**src/rtl/kds_pkg.sv**
```systemverilog
// Shared types and constants for the keypad debounce scanner.
package kds_pkg;

    localparam int MAX_KEYS = 16;
    localparam int ROWS     = 8;
    localparam int COLUMNS  = 8;
    localparam int IDX_W    = (MAX_KEYS > 1) ? $clog2(MAX_KEYS) : 1;
    localparam int CNT_W    = $clog2(MAX_KEYS + 1);

    localparam logic [15:0] DEBOUNCE_RST = 16'd50;

    localparam logic [1:0] REQ_ADD    = 2'd0;
    localparam logic [1:0] REQ_UPDATE = 2'd1;
    localparam logic [1:0] REQ_GET    = 2'd2;

    typedef enum logic [2:0] {
        PH_REST            = 3'd0,
        PH_CLAMPED         = 3'd1,
        PH_PRESSED_CLAMPED = 3'd2,
        PH_PRESSED         = 3'd3,
        PH_ERROR           = 3'd4,
        PH_IDLE            = 3'd5
    } phase_t;

    typedef struct packed {
        logic [2:0]  row;
        logic [2:0]  column;
        logic [7:0]  code;
        phase_t      phase;
        logic [31:0] start_ms;
    } key_entry_t;

    typedef struct packed {
        logic        run;
        logic        take_pressed;
        logic [31:0] now_ms;
        logic [63:0] levels;
        logic [15:0] debounce_ms;
    } fsm_ctl_t;

endpackage

```
**src/rtl/keypad_debounce_scanner.sv**
```systemverilog
// Keypad debounce scanner: key table in memory, walked one entry per cycle.
//
// Input channel (in_valid/in_ready) takes one request beat: add key, update
// all keys, or get the first pressed key. Output channel (out_valid/out_ready)
// returns one result beat per request.
// An add or the unused code goes straight to the done state and loads its
// result once the output register is free. Update and get read the table one
// entry per cycle through the memory's read port, with the write-back of each
// entry in the cycle after its read; a get stops at the first pressed key.
// in_ready returns as the result loads into the output register. One request
// is in work at a time.
// A finished result sits in the output register; the next request is accepted
// while it waits. If the receiver stalls with a result still held, a second
// finished result waits in the block and no further request is taken.
// cfg_wr_en/cfg_wr_data write the debounce_ms register.
// Reset empties the table (key_count 0) and sets debounce_ms to 50; no
// clearing pass is needed since only entries below key_count are read.
module keypad_debounce_scanner (
    input  logic        clk,
    input  logic        rst_n,
    input  logic        cfg_wr_en,
    input  logic [15:0] cfg_wr_data,
    input  logic        in_valid,
    output logic        in_ready,
    input  logic [1:0]  req_type,
    input  logic [7:0]  new_key_code,
    input  logic [2:0]  new_key_row,
    input  logic [2:0]  new_key_column,
    input  logic        update_first,
    input  logic [31:0] now_ms,
    input  logic [63:0] line_levels,
    output logic        out_valid,
    input  logic        out_ready,
    output logic        add_accepted,
    output logic        key_found,
    output logic [7:0]  found_code
);
    import kds_pkg::*;

    typedef enum logic [1:0] {
        ST_IDLE,
        ST_SCAN,
        ST_DONE
    } state_t;

    state_t            state_reg;
    logic [CNT_W-1:0]  count_reg;
    logic [CNT_W-1:0]  issue_reg;
    logic              proc_valid_reg;
    logic [IDX_W-1:0]  proc_idx_reg;
    logic [1:0]        req_reg;
    logic              upd_reg;
    logic [31:0]       now_reg;
    logic [63:0]       levels_reg;
    logic [15:0]       debounce_reg;
    logic              res_add_reg;
    logic              res_found_reg;
    logic [7:0]        res_code_reg;
    logic              out_valid_reg;
    logic              out_add_reg;
    logic              out_found_reg;
    logic [7:0]        out_code_reg;

    logic       in_fire;
    logic       add_ok;
    logic       hit;
    logic       issue_ok;
    logic       scan_end;
    logic       out_free;
    logic       out_load;
    logic       wr_en;
    logic [IDX_W-1:0] wr_addr;
    key_entry_t wr_data;
    key_entry_t new_entry;
    key_entry_t rd_data;
    key_entry_t fsm_out;
    logic       fsm_found;
    fsm_ctl_t   fsm_ctl;

    assign in_ready = (state_reg == ST_IDLE);
    assign in_fire  = in_valid && in_ready;
    assign out_free = !out_valid_reg || out_ready;
    assign out_load = (state_reg == ST_DONE) && out_free;

    assign add_ok = (count_reg < CNT_W'(MAX_KEYS))
                 && ({1'b0, new_key_row} < 4'(ROWS))
                 && ({1'b0, new_key_column} < 4'(COLUMNS));

    assign fsm_ctl.run          = (req_reg == REQ_UPDATE) || upd_reg;
    assign fsm_ctl.take_pressed = (req_reg == REQ_GET);
    assign fsm_ctl.now_ms       = now_reg;
    assign fsm_ctl.levels       = levels_reg;
    assign fsm_ctl.debounce_ms  = debounce_reg;

    assign hit      = proc_valid_reg && fsm_found;
    assign issue_ok = (state_reg == ST_SCAN) && (issue_reg < count_reg) && !hit;
    assign scan_end = (state_reg == ST_SCAN) && (hit || (!issue_ok && !proc_valid_reg));

    always_comb
    begin
        new_entry.row      = new_key_row;
        new_entry.column   = new_key_column;
        new_entry.code     = new_key_code;
        new_entry.phase    = PH_REST;
        new_entry.start_ms = 32'd0;
        if (proc_valid_reg)
        begin
            wr_en   = 1'b1;
            wr_addr = proc_idx_reg;
            wr_data = fsm_out;
        end
        else
        begin
            wr_en   = in_fire && (req_type == REQ_ADD) && add_ok;
            wr_addr = count_reg[IDX_W-1:0];
            wr_data = new_entry;
        end
    end

    kds_key_ram u_ram (
        .clk     (clk),
        .wr_en   (wr_en),
        .wr_addr (wr_addr),
        .wr_data (wr_data),
        .rd_en   (issue_ok),
        .rd_addr (issue_reg[IDX_W-1:0]),
        .rd_data (rd_data)
    );

    kds_key_fsm u_fsm (
        .entry_in  (rd_data),
        .ctl       (fsm_ctl),
        .entry_out (fsm_out),
        .found     (fsm_found)
    );

    always_ff @(posedge clk or negedge rst_n)
    begin
        if (!rst_n)
        begin
            state_reg      <= ST_IDLE;
            count_reg      <= '0;
            issue_reg      <= '0;
            proc_valid_reg <= 1'b0;
            proc_idx_reg   <= '0;
            req_reg        <= REQ_ADD;
            upd_reg        <= 1'b0;
            now_reg        <= '0;
            levels_reg     <= '0;
            debounce_reg   <= DEBOUNCE_RST;
            out_valid_reg  <= 1'b0;
            out_add_reg    <= 1'b0;
            out_found_reg  <= 1'b0;
            out_code_reg   <= '0;
            res_add_reg    <= 1'b0;
            res_found_reg  <= 1'b0;
            res_code_reg   <= '0;
        end
        else
        begin
            if (cfg_wr_en)
            begin
                debounce_reg <= cfg_wr_data;
            end

            if (out_load)
            begin
                out_valid_reg <= 1'b1;
                out_add_reg   <= res_add_reg;
                out_found_reg <= res_found_reg;
                out_code_reg  <= res_code_reg;
            end
            else if (out_ready)
            begin
                out_valid_reg <= 1'b0;
            end

            proc_valid_reg <= issue_ok;
            proc_idx_reg   <= issue_reg[IDX_W-1:0];
            if (issue_ok)
            begin
                issue_reg <= issue_reg + CNT_W'(1);
            end

            unique case (state_reg)
                ST_IDLE:
                begin
                    if (in_fire)
                    begin
                        req_reg       <= req_type;
                        upd_reg       <= update_first;
                        now_reg       <= now_ms;
                        levels_reg    <= line_levels;
                        issue_reg     <= '0;
                        res_add_reg   <= (req_type == REQ_ADD) && add_ok;
                        res_found_reg <= 1'b0;
                        res_code_reg  <= '0;
                        if (req_type == REQ_UPDATE || req_type == REQ_GET)
                        begin
                            state_reg <= ST_SCAN;
                        end
                        else
                        begin
                            state_reg <= ST_DONE;
                            if (req_type == REQ_ADD && add_ok)
                            begin
                                count_reg <= count_reg + CNT_W'(1);
                            end
                        end
                    end
                end
                ST_SCAN:
                begin
                    if (scan_end)
                    begin
                        state_reg <= ST_DONE;
                        if (hit)
                        begin
                            res_found_reg <= 1'b1;
                            res_code_reg  <= rd_data.code;
                        end
                    end
                end
                ST_DONE:
                begin
                    if (out_load)
                    begin
                        state_reg <= ST_IDLE;
                    end
                end
                default:
                begin
                    state_reg <= ST_IDLE;
                end
            endcase
        end
    end

    assign out_valid    = out_valid_reg;
    assign add_accepted = out_add_reg;
    assign key_found    = out_found_reg;
    assign found_code   = out_code_reg;

`ifndef NO_ASSERTIONS
    a_count_bound: assert property (@(posedge clk) disable iff (!rst_n)
        count_reg <= CNT_W'(MAX_KEYS))
        else $error("key count above table size");

    a_idle_no_scan: assert property (@(posedge clk) disable iff (!rst_n)
        (state_reg == ST_IDLE) |-> !proc_valid_reg)
        else $error("table write-back pending while idle");

    a_result_excl: assert property (@(posedge clk) disable iff (!rst_n)
        out_valid_reg |-> !(out_add_reg && out_found_reg))
        else $error("add and found both set in one beat");

    a_code_zero: assert property (@(posedge clk) disable iff (!rst_n)
        (out_valid_reg && !out_found_reg) |-> (out_code_reg == 8'd0))
        else $error("nonzero code without a found key");

    a_count_only_add: assert property (@(posedge clk) disable iff (!rst_n)
        (count_reg != $past(count_reg)) |-> ($past(in_fire) && $past(req_type) == REQ_ADD))
        else $error("key count changed outside an add");
`endif

endmodule

```
**src/rtl/kds_key_ram.sv**
```systemverilog
// Key table memory: one write port, one registered read port.
module kds_key_ram (
    input  logic                     clk,
    input  logic                     wr_en,
    input  logic [kds_pkg::IDX_W-1:0] wr_addr,
    input  kds_pkg::key_entry_t      wr_data,
    input  logic                     rd_en,
    input  logic [kds_pkg::IDX_W-1:0] rd_addr,
    output kds_pkg::key_entry_t      rd_data
);
    import kds_pkg::*;

    key_entry_t mem [MAX_KEYS];
    key_entry_t rd_data_reg;

    always_ff @(posedge clk)
    begin
        if (wr_en)
        begin
            mem[wr_addr] <= wr_data;
        end
        if (rd_en)
        begin
            rd_data_reg <= mem[rd_addr];
        end
    end

    assign rd_data = rd_data_reg;

endmodule

```
**src/rtl/kds_key_fsm.sv**
```systemverilog
// Per-key debounce state update and pressed-key pickup.
module kds_key_fsm (
    input  kds_pkg::key_entry_t entry_in,
    input  kds_pkg::fsm_ctl_t   ctl,
    output kds_pkg::key_entry_t entry_out,
    output logic                found
);
    import kds_pkg::*;

    logic       high;
    logic [31:0] elapsed;
    key_entry_t upd;

    assign high    = ctl.levels[{entry_in.row, entry_in.column}];
    assign elapsed = ctl.now_ms - entry_in.start_ms;

    always_comb
    begin
        upd = entry_in;
        if (ctl.run)
        begin
            unique case (entry_in.phase)
                PH_REST:
                begin
                    if (high)
                    begin
                        upd.start_ms = ctl.now_ms;
                        upd.phase    = PH_CLAMPED;
                    end
                end
                PH_CLAMPED:
                begin
                    if (high)
                    begin
                        if (elapsed > {16'd0, ctl.debounce_ms})
                        begin
                            upd.start_ms = 32'd0;
                            upd.phase    = PH_PRESSED_CLAMPED;
                        end
                    end
                    else
                    begin
                        upd.start_ms = 32'd0;
                        upd.phase    = PH_REST;
                    end
                end
                PH_PRESSED_CLAMPED:
                begin
                    if (!high)
                    begin
                        upd.phase = PH_PRESSED;
                    end
                end
                PH_ERROR:
                begin
                    if (high)
                    begin
                        upd.start_ms = ctl.now_ms;
                        upd.phase    = PH_CLAMPED;
                    end
                    else
                    begin
                        upd.phase = PH_REST;
                    end
                end
                PH_PRESSED, PH_IDLE:
                begin
                    upd = entry_in;
                end
                default:
                begin
                    upd.start_ms = 32'd0;
                    upd.phase    = PH_ERROR;
                end
            endcase
        end

        found     = ctl.take_pressed && (upd.phase == PH_PRESSED);
        entry_out = upd;
        if (found)
        begin
            entry_out.phase = PH_REST;
        end
    end

endmodule

```
**config.mk**
```make
export PLATFORM = sky130hd
export DESIGN_NAME = keypad_debounce_scanner
export DESIGN_NICKNAME = d
export VERILOG_FILES = /design/src/rtl/kds_pkg.sv /design/src/rtl/keypad_debounce_scanner.sv /design/src/rtl/kds_key_ram.sv /design/src/rtl/kds_key_fsm.sv
export SDC_FILE = /design/constraint.sdc
export NUM_CORES = 1
export LEC_CHECK = 0
export BUFFER_PORTS_ARGS = -buffer_cell sky130_fd_sc_hd__buf_2
export CAP_MARGIN = 20
export CORE_ASPECT_RATIO = 2
export CORE_MARGIN = 3
export CORE_UTILIZATION = 25
export CTS_CLUSTER_SIZE = 20
export DETAILED_ROUTE_END_ITERATION = 12
export SLEW_MARGIN = 20
export SYNTH_ARGS = -nofsm -noshare
export SYNTH_HDL_FRONTEND = slang
export SYNTH_SLANG_ARGS = --single-unit
```
**constraint.sdc**
```tcl
create_clock -name clk -period 11.9 [get_ports clk]
set_input_delay 1.19 -clock clk [delete_from_list [all_inputs] [get_ports clk]]
set_output_delay 1.19 -clock clk [all_outputs]
set_load 0.02 [all_outputs]
```
==> key figures <==
Status
  – Status: complete, no violations

STA
  – Layout Skew: 0.0264 ns
  – Minimum clock period: 6.29 ns
  – Max Freq: 0.159 GHz
  – Endpoints failing setup: 0
  – Rel. slew slack: 0.249
  – Worst hold margin: 0.477 ns
  – Max Transition Viols Final: 0
  – Setup tns final: 0 ns
  – Worst-Margin Slew: 1.13 ns
  – RSZ-0062 raised after global routing: false
  – Crit share post-route: 0.529
  – Final hold vios: 0

Clock tree
  – Post-CTS Resized: 0
  – Post-CTS setup buffer count: 0
  – Clock Pin Slew Worst Setup and Hold Paths: 0.07 ns
  – CTS tree: yes
  – CTS sink count: 986
  – CTS hold repair buffers: 0
  – Clock buffer count from CTS: 77
  – Clock Tree Root: clkbuf_16
  – Clk buf depth: 3
  – Worst skew pair latency: 0.66 ns
  – H-tree levels: 3

Worst hold path
  – Worst min-delay path category: input pin to asynchronous set/reset pin

Detailed routing
  – WL final: 106000 um
  – Via/cell ratio: 4.67
  – DRT iter0 DRCs: 1509
  – Via count: 21000
  – Drt pass-1 iters: 5
  – Routed length per instance: 23.6 um
  – ANT nets after route: 0
  – Drt drc: 0

Floorplan
  – Row Count: 209
  – CORE AREA: 162000 um2
  – Die X: 292 um
  – Initial Util: 0.252
  – Full die area: 168000 um2
  – # IOs: 146
  – Chip Height: 577 um

Synthesis
  – Post-synth ARST share: 0.155
  – Largest family of logic cells by synthesized area: multiplexers
  – Post-Synth XOR/XNOR Area: 0.00536
  – Top_reg_cell synth: edfxtp_1
  – Post-synthesis mux area share: 0.182
  – Synth Area in Simple Gates: 0.0296
  – Synthesized instance count: 2166
  – Seq cells post-synth: 986
  – Synth unique cells: 79
  – Syn Area/Cell: 18.8 um2
  – Synth Area in Adders: 0.0170
  – YS warnings: 0
  – Synth Area in Compound Gates: 0.0407
  – Mapped Area: 40800 um2
  – Post-synth EDFFs: 833
  – Seq/Total Area, Yosys: 0.707
  – Syn nets: 2355

Cells and area
  – Max reg flops: 784
  – Share of cells above drive strength 1: 0.304
  – Finished Layout Cells: 4501
  – Layout Area Growth over Synthesis: 14.9%
  – Fill count: 15900
  – Final #Nets: 2515

Global route
  – Vias in the first global route: 22400
  – Initial antenna violation count: 14
  – First-pass GRT wire length: 155000 um
  – Total GRT Usage: 0.124
  – Largest net degree at the start of global routing: 94
  – Total gr overflow: 0

Run
  – Max Cap Viol: 0

Place
  – Inst Count DP: 4356
  – IO buf count: 145
  – Placer Congestion: 0.875
  – Final HPWL from detailed placement: 65500 um

Critical path
  – Critical Path RT: 12.19 ns
  – R2R Path Start: u_ram.rd_data[0]$_DFFE_PP_
  – Worst r2r dst: u_ram.mem[8][31]$_DFFE_PP_
  – Worst-path fanout max: 19
  – Worst setup path category: register to register
  – Startpoint types: register
  – Arrival time of the worst setup path: 6.59 ns
  – Reg2reg path depth: 21
  – Critical path endpoint: u_ram.mem[8][31]$_DFFE_PP_
  – Reg2Reg Setup Slack: 5.61 ns
  – Worst setup EP type: register
  – Crit path from: u_ram.rd_data[0]$_DFFE_PP_

Power
  – Pleak: 15.5 nW
  – PD cells: 229 nW/um2
  – Max IR drop VDD: 158 uV
worst max-delay path: stages, from the launching register on:
cell,delay [ns]
edfxtp_1,0.41
ha_1,0.26
fa_1,0.41
nor2b_1,0.17
o2111ai_1,0.19
nand2_1,0.16
a21o_1,0.12
a21o_1,0.14
nand4_1,0.10
o211ai_1,0.12
a21oi_1,0.10
xnor2_1,0.15
ha_1,0.28
nand4_1,0.12
nor3_1,0.30
a22o_1,0.25
o2111a_1,0.20
nand4bb_1,0.15
nor4_4,0.78
buf_4,0.46
o21ai_0,0.14
a21oi_1,0.90
power by group:
| part | total, mW | switching (mW) | internal, mW |
|---|---|---|---|
| registers | 4.64 | 0.294 | 4.35 |
| clock network | 2.68 | 1.26 | 1.42 |
| logic | 3.42 | 1.91 | 1.51 |
| total | 10.7 | 3.46 | 7.28 |
metal layers:
metal  GRT usage  wire length (um)
met4      0.0363              2650
met1       0.139             39400
met3      0.0117              4420
met5           0                13
met2       0.245             59900
area by class of cell:
| type | instances | area (um2) | share of cell area |
|---|---|---|---|
| clock inverter | 47 | 551 | 0.0117 |
| sequential | 986 | 28900 | 0.615 |
| clock buffer | 94 | 2040 | 0.0435 |
| timing repair buffer | 188 | 1120 | 0.0239 |
| antenna | 3 | 7.51 | 0.000160 |
| multi-input combinational | 998 | 11400 | 0.243 |
| tap | 2110 | 2640 | 0.0563 |
| inverter | 75 | 284 | 0.00606 |
cell usage after synthesis, types with 9 or more instances:
| cell | number | area share |
|---|---|---|
| nand3_1 | 16 | 0.0020 |
| inv_1 | 73 | 0.0067 |
| dfrtp_1 | 150 | 0.092 |
| xnor2_1 | 14 | 0.0030 |
| nor3_1 | 11 | 0.0013 |
| mux2_2 | 120 | 0.033 |
| nand4_1 | 12 | 0.0018 |
| o21a_1 | 9 | 0.0017 |
| edfxtp_1 | 833 | 0.61 |
| nand2_1 | 110 | 0.010 |
| ha_1 | 54 | 0.017 |
| a21o_1 | 10 | 0.0018 |
| a21oi_1 | 87 | 0.011 |
| buf_1 | 17 | 0.0016 |
| nor2_1 | 56 | 0.0051 |
| a22o_1 | 17 | 0.0036 |
| o21ai_0 | 75 | 0.0092 |
| a31oi_1 | 9 | 0.0014 |
| clkbuf_1 | 74 | 0.0068 |
| mux4_2 | 253 | 0.14 |
| xor2_1 | 11 | 0.0024 |
worst min-delay path by stage:
stage / slack (ns) / cells after the start / to
floorplan: 0.38 / 0 / proc_idx_reg[2]$_DFF_PN0_
global placement: 0.48 / 1 / levels_reg[41]$_DFFE_PN0P_
detailed placement: 0.48 / 2 / count_reg[4]$_DFFE_PN0P_
CTS: 0.45 / 1 / now_reg[13]$_DFFE_PN0P_
global route: 0.47 / 1 / now_reg[13]$_DFFE_PN0P_
finish: 0.48 / 1 / now_reg[1]$_DFFE_PN0P_
stage by stage:
step	instance area [um2]	worst slack (ns)	total power [mW]	util
6_report	46900	5.61	10.7	0.289
5_1_grt	46900	5.25	11.3	0.289
4_1_cts	46900	5.58	10.9	0.289
3_5_place_dp	44300	5.62	8.16	0.273
3_3_place_gp	44200	5.92	8.13	0.273
2_1_floorplan	40800	7.32	7.08	-
layout by cell type (no fill, tap or decap), types with 38 or more instances in the layout:
| cell type | count |
|---|---|
| dfrtp_1 | 147 |
| mux4_2 | 253 |
| buf_2 | 144 |
| buf_4 | 38 |
| edfxtp_1 | 833 |
| nor2_1 | 39 |
| nand2_1 | 110 |
| ha_1 | 54 |
| a21oi_1 | 82 |
| inv_1 | 73 |
| o21ai_0 | 74 |
| mux2_2 | 120 |
| clkbuf_16 | 78 |
cells by family (layout without fill, tap and decap cells):
| family | after synthesis | in the layout |
|---|---|---|
| adder cells (fa/ha/maj) | 55 | 55 |
| XOR/XNOR | 25 | 25 |
| AND/OR/NAND/NOR | 258 | 258 |
| AO/OA/AOI/OAI | 268 | 268 |
| buffers and inverters | 182 | 404 |
| flip-flops | 986 | 986 |
| multiplexers | 392 | 392 |
| other | 0 | 3 |
(Power assumes the default switching activity.)
